### src/hw/rtl/mep_pkg.sv
// ----------------------------------------------------------------------------
// mep_pkg: shared types, constants and color table functions
// Holds field widths, register indexes, the controller/datapath command and
// status bundles, and the elaboration-time color table entry functions.
// ----------------------------------------------------------------------------
package mep_pkg;

   // field and register widths
   localparam int PIXEL_W     = 10;
   localparam int COORD_W     = 32;
   localparam int ITER_W      = 9;
   localparam int BASE_W      = 9;
   localparam int ENTRY_W     = 9;
   localparam int CHAN_W      = 8;
   localparam int COLOR_W     = 3 * CHAN_W;
   localparam int CSR_INDEX_W = 3;
   localparam int CSR_DATA_W  = 32;

   // register indexes on the configuration port
   localparam logic [CSR_INDEX_W-1:0] CSR_INV_SCALE  = 3'd0;
   localparam logic [CSR_INDEX_W-1:0] CSR_OFFSET_RE  = 3'd1;
   localparam logic [CSR_INDEX_W-1:0] CSR_OFFSET_IM  = 3'd2;
   localparam logic [CSR_INDEX_W-1:0] CSR_BASE_RED   = 3'd3;
   localparam logic [CSR_INDEX_W-1:0] CSR_BASE_GREEN = 3'd4;
   localparam logic [CSR_INDEX_W-1:0] CSR_BASE_BLUE  = 3'd5;
   localparam logic [CSR_INDEX_W-1:0] CSR_MAX_ITER   = 3'd6;

   // register reset values
   localparam logic [COORD_W-1:0] INV_SCALE_RESET = 32'd4294967;
   localparam logic [ITER_W-1:0]  MAX_ITER_RESET  = 9'd377;

   // Q4.28 constants and the pixel center
   localparam logic signed [47:0] Q_TWO_HALF    = 48'sd671088640;
   localparam logic signed [47:0] Q_ONE_QUARTER = 48'sd335544320;
   localparam logic [PIXEL_W:0]   Q_CENTER      = 11'd500;

   // color table phase steps (turn phases) and sine polynomial
   localparam logic [31:0] STEP_R  = 32'd68356528;
   localparam logic [31:0] STEP_G  = 32'd136713055;
   localparam logic [31:0] STEP_B1 = 32'd205069583;
   localparam logic [31:0] STEP_B2 = 32'd273426110;
   localparam logic [63:0] POLY_A  = 64'd1686629713;
   localparam logic [63:0] POLY_B  = 64'd693598564;
   localparam logic [63:0] POLY_C  = 64'd80710675;
   localparam logic [63:0] Q30_ONE = 64'd1 << 30;

   // controller to datapath commands
   typedef struct packed {
      logic capture;
      logic setup;
      logic multiply;
      logic update;
      logic fetch;
      logic shade;
   } mep_cmd_type;

   // datapath to controller status
   typedef struct packed {
      logic finish;
   } mep_status_type;

   // quarter-wave sine polynomial, Q30 in and out
   function automatic logic [63:0] quarter_sine(input logic [63:0] t);
      logic [63:0] t2;
      logic [63:0] inner;
      logic [63:0] mid;
      t2    = (t * t) >> 30;
      inner = POLY_B - ((t2 * POLY_C) >> 30);
      mid   = POLY_A - ((t2 * inner) >> 30);
      return (t * mid) >> 30;
   endfunction

   // sine of a 32-bit turn phase, Q30
   function automatic logic signed [63:0] sin_q30(input logic [31:0] phase);
      logic [63:0] t;
      logic [63:0] s;
      t = {34'd0, phase[29:0]};
      if (phase[30]) begin
         s = quarter_sine(Q30_ONE - t);
      end else begin
         s = quarter_sine(t);
      end
      return phase[31] ? -$signed(s) : $signed(s);
   endfunction

   function automatic logic signed [63:0] cos_q30(input logic [31:0] phase);
      return sin_q30(phase + 32'h4000_0000);
   endfunction

   // table index times step, wrapped at one turn
   function automatic logic [31:0] phase_of(input logic [31:0] idx, input logic [31:0] step);
      logic [63:0] p;
      p = 64'(idx) * 64'(step);
      return p[31:0];
   endfunction

   function automatic logic signed [ENTRY_W-1:0] red_entry(input logic [31:0] idx);
      logic signed [63:0] v;
      v = (sin_q30(phase_of(idx, STEP_R)) <<< 7) + (64'sd1 <<< 29);
      v = v >>> 30;
      return $signed(v[ENTRY_W-1:0]);
   endfunction

   function automatic logic signed [ENTRY_W-1:0] green_entry(input logic [31:0] idx);
      logic signed [63:0] v;
      v = (cos_q30(phase_of(idx, STEP_G)) <<< 7) + (64'sd1 <<< 29);
      v = v >>> 30;
      return $signed(v[ENTRY_W-1:0]);
   endfunction

   function automatic logic signed [ENTRY_W-1:0] blue_entry(input logic [31:0] idx);
      logic signed [63:0] v;
      v = sin_q30(phase_of(idx, STEP_B1)) * cos_q30(phase_of(idx, STEP_B2));
      v = (v + (64'sd1 <<< 52)) >>> 53;
      return $signed(v[ENTRY_W-1:0]);
   endfunction

endpackage

### src/hw/rtl/mep_ctrl.sv
// ----------------------------------------------------------------------------
// mep_ctrl: pixel sequencer
// State machine that steps one pixel through setup, the escape loop, the
// color fetch and the result load, and owns the result valid flag.
// ----------------------------------------------------------------------------
module mep_ctrl (
   input  logic                    clock,
   input  logic                    reset,
   input  logic                    req_valid,
   output logic                    req_ready,
   output logic                    rsp_valid,
   input  logic                    rsp_ready,
   input  mep_pkg::mep_status_type status,
   output mep_pkg::mep_cmd_type    cmd
);
   import mep_pkg::*;

   localparam logic [2:0] ST_IDLE  = 3'd0;
   localparam logic [2:0] ST_SETUP = 3'd1;
   localparam logic [2:0] ST_MUL   = 3'd2;
   localparam logic [2:0] ST_UPD   = 3'd3;
   localparam logic [2:0] ST_FETCH = 3'd4;
   localparam logic [2:0] ST_SHADE = 3'd5;

   logic [2:0] state_ff;
   logic [2:0] state_in;
   logic       valid_ff;
   logic       valid_in;
   logic       out_free;

   assign out_free  = !valid_ff || rsp_ready;
   assign req_ready = (state_ff == ST_IDLE);
   assign rsp_valid = valid_ff;

   // sequence the pixel and drive the datapath
   always_comb begin
      state_in = state_ff;
      valid_in = valid_ff;
      cmd      = '0;
      if (valid_ff && rsp_ready) begin
         valid_in = 1'b0;
      end
      unique case (state_ff)
         ST_IDLE: begin
            if (req_valid) begin
               cmd.capture = 1'b1;
               state_in    = ST_SETUP;
            end
         end
         ST_SETUP: begin
            cmd.setup = 1'b1;
            state_in  = ST_MUL;
         end
         ST_MUL: begin
            cmd.multiply = 1'b1;
            state_in     = ST_UPD;
         end
         ST_UPD: begin
            if (status.finish) begin
               state_in = ST_FETCH;
            end else begin
               cmd.update = 1'b1;
               state_in   = ST_MUL;
            end
         end
         ST_FETCH: begin
            cmd.fetch = 1'b1;
            state_in  = ST_SHADE;
         end
         ST_SHADE: begin
            // hold until the result register is free
            if (out_free) begin
               cmd.shade = 1'b1;
               valid_in  = 1'b1;
               state_in  = ST_IDLE;
            end
         end
         default: begin
            state_in = ST_IDLE;
         end
      endcase
   end

   always_ff @(posedge clock) begin
      if (reset) begin
         state_ff <= ST_IDLE;
         valid_ff <= 1'b0;
      end else begin
         state_ff <= state_in;
         valid_ff <= valid_in;
      end
   end

   // a result is loaded only into a free or draining output register
   a_shade_free: assert property (@(posedge clock) disable iff (reset)
      cmd.shade |-> (!valid_ff || rsp_ready))
      else $error("result loaded over a pending transaction");

endmodule

### config.mk
export PLATFORM = sky130hd
export DESIGN_NAME = mep_ctrl
export DESIGN_NICKNAME = d
export VERILOG_FILES = /design/src/hw/rtl/mep_pkg.sv /design/src/hw/rtl/mep_ctrl.sv
export SDC_FILE = /design/constraint.sdc
export NUM_CORES = 1
export LEC_CHECK = 0
export BUFFER_PORTS_ARGS = -buffer_cell sky130_fd_sc_hd__buf_2
export CAP_MARGIN = 20
export CORE_AREA = 2 2 39 41
export DETAILED_ROUTE_END_ITERATION = 10
export DIE_AREA = 0 0 41 43
export PLACE_DENSITY = 0.42
export SYNTH_ARGS = -nofsm -noshare
export SYNTH_HDL_FRONTEND = slang
export SYNTH_SLANG_ARGS = --single-unit
### constraint.sdc
create_clock -name clock -period 1.56 [get_ports clock]
set_input_delay 0 -clock clock [delete_from_list [all_inputs] [get_ports clock]]
set_output_delay 0 -clock clock [all_outputs]
set_load 0.1 [all_outputs]
==> results.md, run 1 <==
* Final Hold Fails at 0
* Met2 WL at between 200 and 300 um
* WL met3 at about 48 um
* IO buf count at 12
* CP arrival at approximately 1.4 ns
* Via/cell ratio at between 4 and 5
* R2R cell count at 3
* Setup Crit Path Kind: flip-flop to output pin
* FF-to-FF setup slack at 0.43 ns
* Final Max Slew Viols at 0
* Final setup fails at 0
* LEAKAGE at between 0.00015 and 0.0002 uW
* Drt pass-1 iters at 4
* Total routed wirelength at slightly below 600 um
* Worst path required time at ~1.6 ns
* CTS root buf: clkbuf_4
* Routed len/inst at 9.85 um
* Critical path fanouts, max at 8
* Global route total overflow at 0
* Status: finished clean
* CTS buffer count at 3
* Register area share after synthesis at 0.350
* Seq cells post-synth at 4
* RSZ-0062 raised after global routing: no
* Worst-Skew Late Latency at ~0.23 ns
* Most frequent cells in the layout: 8 x buf_2, 4 x clkbuf_4, 3 x a21oi_1, 3 x buf_12, 3 x dfxtp_1
* I/O pin total at 13
* Post-Route M1 WL at between 200 and 300 um
* Placed Area at 384 um2
* Highest routed metal layer: met3
* Worst hold path cell count at 3
* Synth top area cells: dfxtp_1 35%, nor3_1 8.7%, a21oi_1 6.6%
* Utilization after layout at 0.304
* Worst R2R Start: state_ff[1]$_SDFFE_PP0P_
* Final estimated routing congestion in global placement at around 0.73
* Post-Syn Instances at 29
* Row count at 14
* Number of global-route vias before repair at approximately 250
* Post-route cell area at between 400 and 500 um2
* Worst Tran Pin Value at around 0.48 ns
* Layout cell share with drive strength beyond 1 at 0.558
* Unique masters post-synth at 19
* Most common cell after layout, fill and taps aside: buf_2
* Hold path start: rsp_ready
* Slowest CP cell: dfxtp_1
* Worst rel slew slack at 0.679
* Critical path launch point type: flip-flop
* Area Overhead vs Synth at 83.6%
* Setup bufs post-CTS at 0
* H-tree lvl count at 1
* Vias at about 250
* CP Launch Point: state_ff[2]$_SDFFE_PP0P_
* Hold EP: rsp_valid$_SDFF_PP0_
* Sink count of the clock tree at 4
* # diodes at 0
* Reg-to-Reg End: rsp_valid$_SDFF_PP0_
* Largest net degree at the start of global routing at 10
* HP Class: input port to flip-flop
* Die Area at roughly 0.0018 mm2
* Mapped Avg Cell Area at ~7.9 um2
* Antenna viol nets, final at 0
* Clock Tree Buf Depth at 2
* Initial core utilization at 0.165
* CTS tree: yes
* Setup Skew at between 0.0015 and 0.002 ns
* Final layout net count at 50
* Die Y-Extent at between 40 and 50 um
* Area leader, netlist: dfxtp_1
* Synth warnings at 0
* CP cell instances: and2b_2, nand2_1, nor2_4, buf_12
* CP Capture Type: output pin
* Gr usage total at 0.0844
* Fin crit period at about 1.4 ns
* Worst path max stage delay at 0.55 ns
* Post-synthesis net count at 34
* First-pass GRT wire length at a little under 1 mm
* Initial antenna violation count at 0
* Worst-path clk slew at ~0.03 ns
* Total of max-cap violations at 0
* Pwr dens at just over 1000 mW/mm2
* Die extent in x at between 40 and 50 um
* 1st-iter DRT viols at 6
* Final period util at 0.923
* Yosys top cell area share at 0.350
* Core Area at approximately 0.0014 mm2
* Post-synthesis cell area at 229 um2
* DRC viols at 0
* FMAX at about 690 MHz
* Max IR drop VDD at approximately 0.28 mV
## layout make-up
cell class,count,area (um2)
Clock buffer,3,22.5
Fill cell,157,963
Inverter,1,3.75
Multi-Input combinational cell,22,175
Sequential cell,4,81.3
Tap cell,16,20.0
Timing Repair Buffer,13,118
## synthesized netlist by cell type
master	count
and2b_2	1
o21ai_0	2
nand2b_1	1
buf_6	1
dfxtp_1	4
nor2b_1	1
nor4b_1	1
and2_1	1
nor2_1	2
a21oi_1	3
nor3b_1	1
nor3_1	4
and2_2	1
nand2_1	1
nand3_1	1
o21a_1	1
clkbuf_2	1
nand4b_1	1
inv_1	1
## cells by family (layout without fill, tap and decap cells)
logic type	Yosys count	after routing	synth area share
AO/OA/AOI/OAI	6	6	0.142
buffers and inverters	3	17	0.0874
flip-flops	4	4	0.350
AND/OR/NAND/NOR	16	16	0.421
## per-stage QoR
stage / instances / total power (uW) / hold WS (ns) / worst slack [ns] / setup TNS (ns)
after CTS: 59 / 436 / 0.0677 / 0.0175 / 0
after global routing: 59 / 450 / 0.102 / 0.0564 / 0
final: 59 / 430 / 0.0708 / 0.121 / 0
after floorplan: 29 / 278 / 0.0691 / -0.155 / -0.487
after detailed placement: 55 / 300 / 0.218 / 0.277 / 0
after global placement: 55 / 300 / 0.220 / 0.289 / 0
## flip-flops by register name, summed over array words and instances (netlist names)
| name | flops |
|---|---|
| state_ff | 3 |
| rsp_valid | 1 |
## where the power goes
group | internal [uW] | leakage, uW | switching [uW]
Sequential | 110 | 0.0000330 | 17.3
Clock | 86.0 | 0.0000138 | 41.6
Combinational | 42.6 | 0.000125 | 132
## worst max-delay path: cells and delay by family (launching register included)
kind,cells,cell delay [ns]
simple gates,3,0.47
flops,1,0.55
buf+inv,1,0.18
## how the worst max path moves through the flow
stage          slack [ns]  cells past startpoint      to
4_1_cts              0.02                      3  cmd[4]
5_1_grt              0.06                      4  cmd[0]
3_3_place_gp         0.29                      3  cmd[4]
2_1_floorplan       -0.16                      2  cmd[3]
3_5_place_dp         0.28                      3  cmd[4]
6_report             0.12                      4  cmd[0]
## timing repair
action / CTS / global route
endpoints found under the setup margin: 0 / 2
endpoints found under the hold margin: 3 / 0
hold buffers: 1 / 0
resized for setup: 0 / 2
## layer usage
| layer | vias to the layer above | global-route usage |
|---|---|---|
| met5 | - | 0 |
| met4 | 0 | 0.0800 |
| met3 | 0 | 0.0157 |
| met2 | 11 | 0.113 |
| met1 | 107 | 0.106 |
| li1 | 130 | - |
Note: power is estimated with default switching activity, not from simulation.
==> run 2: changes to the inputs <==
--- a/config.mk
+++ b/config.mk
@@ -5,6 +5,7 @@
 export SDC_FILE = /design/constraint.sdc
 export NUM_CORES = 1
 export LEC_CHECK = 0
+export ABC_AREA = 1
 export BUFFER_PORTS_ARGS = -buffer_cell sky130_fd_sc_hd__buf_2
 export CAP_MARGIN = 20
 export CORE_AREA = 2 2 39 41
==> results.md, run 2 <==
* Area leader, netlist: dfxtp_1
* Post-synthesis cell area at roughly 230 um2
* Worst path required time at about 1.6 ns
* Psw at between 200 and 250 uW
* # diodes at 0
* Setup Skew at 0.00403 ns
* Final Max Slew Viols at 0
* Largest net degree at the start of global routing at 10
* Total routed wirelength at 578 um
* Sw Ratio at 0.480
* Worst-Skew Late Latency at ~0.24 ns
* Pwr dens at 1110 mW/mm2
* Synth warnings at 0
* Slowest CP cell: dfxtp_1
* Most frequent cells in the layout: 11 x buf_2, 7 x inv_1, 5 x nor2_1
* RSZ-0062 raised after global routing: no
* Crit path max-delay family: flip-flops
* Post-synth EDFFs at 0
* Yosys top cell area share at 0.354
* Initial antenna violation count at 0
* Post-Syn Instances at 35
* Post-route cell area at ~400 um2
* Die extent in x at about 41 um
* Fillers at 166
* CTS root buf: clkbuf_4
* Final period util at 0.943
* Seq pwr share at 0.281
* Hold slack at around 0.11 ns
* LEAKAGE at between 0.00015 and 0.0002 uW
* Critical path launch point type: flip-flop
* Total of max-cap violations at 0
* Worst-path clk slew at around 0.040 ns
* Unique masters post-synth at 12
* Die Area at 0.00176 mm2
* Register area share after synthesis at 0.354
* Mapped Avg Cell Area at about 6.5 um2
* IO buf count at 12
* Row count at 14
* Final Hold Fails at 0
* H-tree lvl count at 1
* Largest register by flop count: state_ff
* Worst path max stage delay at 0.62 ns
* Fin crit period at roughly 1.5 ns
* Final setup fails at 0
* Critical path fanouts, max at 9
* Setup Crit Path Kind: flip-flop to output pin
* Clock Tree Buf Depth at 2
* Final estimated routing congestion in global placement at roughly 0.71
* Die Y-Extent at ~43 um
* Global route total overflow at 0
* Area Overhead vs Synth at 75.1%
* Pre-CTS setup slack at roughly 0.33 ns
* Synth async-reset ratio at 0
* HP Class: input port to flip-flop
* I/O pin total at 13
* Post-route setup slack at between 0.08 and 0.09 ns
* Ys flop type: dfxtp_1
* Layout cell share with drive strength beyond 1 at 0.460
* Top cells by count, synth: 7 x inv_1, 6 x nor2_1, 4 x a21oi_1, 4 x dfxtp_1
* DRC viols at 0
* Final layout net count at 57
* CTS tree: yes
* CP cell instances: nand2_1, inv_1, buf_2
* Sink count of the clock tree at 4
* Most numerous cell in the Yosys netlist: inv_1
* Placed Area at between 300 and 400 um2
* Synth top area cells: dfxtp_1 35%, inv_1 12%, nor2_1 9.9%
* Fraction of power consumed by combinational cells at 0.426
* CP arrival at between 1 and 1.5 ns
* Worst rel slew slack at 0.668
* Drt pass-1 iters at 2
* Via/cell ratio at slightly above 4
* Clock Power Share at 0.293
* Gr usage total at 0.0753
* 1st-iter DRT viols at 2
* CTS buffer count at 3
* P_int at 230 uW
* Buf/Inv on CP at 2
* Worst Tran Pin Value at between 0.4 and 0.5 ns
* Number of global-route vias before repair at between 200 and 250
* FF-to-FF setup slack at 0.38 ns
* FMAX at about 700 MHz
* Detail Placement HPWL at about 450 um
* Antenna viol nets, final at 0
* CP Capture Type: output pin
* Vias at 266
* Most common cell after layout, fill and taps aside: buf_2
* Initial core utilization at 0.164
* Seq cells post-synth at 4
* Core Area at ~0.0014 mm2
* First-pass GRT wire length at about 850 um
* Max IR drop VDD at ~0.35 mV
* Status: finished clean
* # resized after CTS at 0
* Max reg flops at 3
* Post-synthesis net count at 40
* Routed len/inst at around 8.8 um
-- run 2: cell count changes in the layout (fill, tap and decap cells not counted), sizes merged, moves of 2 or more --
| cell | before | now |
|---|---|---|
| and2 | 2 | 0 |
| inv | 1 | 7 |
| nand2 | 1 | 3 |
| nand3 | 1 | 4 |
| nor2 | 2 | 7 |
| o21ai | 2 | 0 |
-- run 2: cell families after synthesis --
family,count (synthesis),synth area share
compound gates,4,0.0884
flops,4,0.354
simple gates,19,0.409
buf+inv,8,0.149
-- run 2: routing by layer --
layer / vias to the layer above / GRT usage / part of all wire
met4: 0 / 0.0200 / 0
met3: 0 / 0.0628 / 0.083
met5: - / 0 / 0
met1: 116 / 0.103 / 0.46
met2: 7 / 0.0875 / 0.45
li1: 143 / - / -
-- run 2: per-stage QoR --
stage               utilization  std cells  TNS [ns]  total power, uW
finish                    0.287         66         0              442
global route              0.287         66         0              475
CTS                       0.287         66         0              453
detailed placement        0.263         62         0              314
global placement          0.263         62         0              313
floorplan                     -         35    -0.277              285
-- run 2: path summary, 6_finish.rpt --
path,startpoint,endpoint,cells past startpoint
min reg2reg,rsp_valid$_SDFF_PP0_,rsp_valid$_SDFF_PP0_,2
max reg2reg,state_ff[2]$_SDFFE_PP0P_,state_ff[2]$_SDFFE_PP0P_,4
max,state_ff[2]$_SDFFE_PP0P_,cmd[1],3
min,rsp_ready,rsp_valid$_SDFF_PP0_,4
-- run 2: final cells by class --
class	count	area, um2	share of cell area
multi-input combinational	23	163	0.410
timing repair buffer	13	85.1	0.215
sequential	4	80.1	0.202
inverter	7	26.3	0.0662
clock buffer	3	22.5	0.0568
tap	16	20.0	0.0505
-- run 2: repair_timing --
item / 4_1_cts / 5_1_grt
setup buffers: 0 / 0
hold endpoints to repair: 4 / 0
hold buffers: 1 / 0
endpoints found under the setup margin: 0 / 0
-- run 2: worst min-delay path: cells and delay by family --
kind | cells | cell delay [ns]
simple gates | 1 | 0.09
buf+inv | 2 | 0.14
compound gates | 1 | 0.07
-- run 2: power by group through the flow --
stage,Sequential [uW],Combinational (uW),Clock [uW]
2_1_floorplan,121,164,0
3_3_place_gp,126,187,0
3_5_place_dp,126,188,0
4_1_cts,124,190,139
5_1_grt,125,198,151
6_report,124,188,130
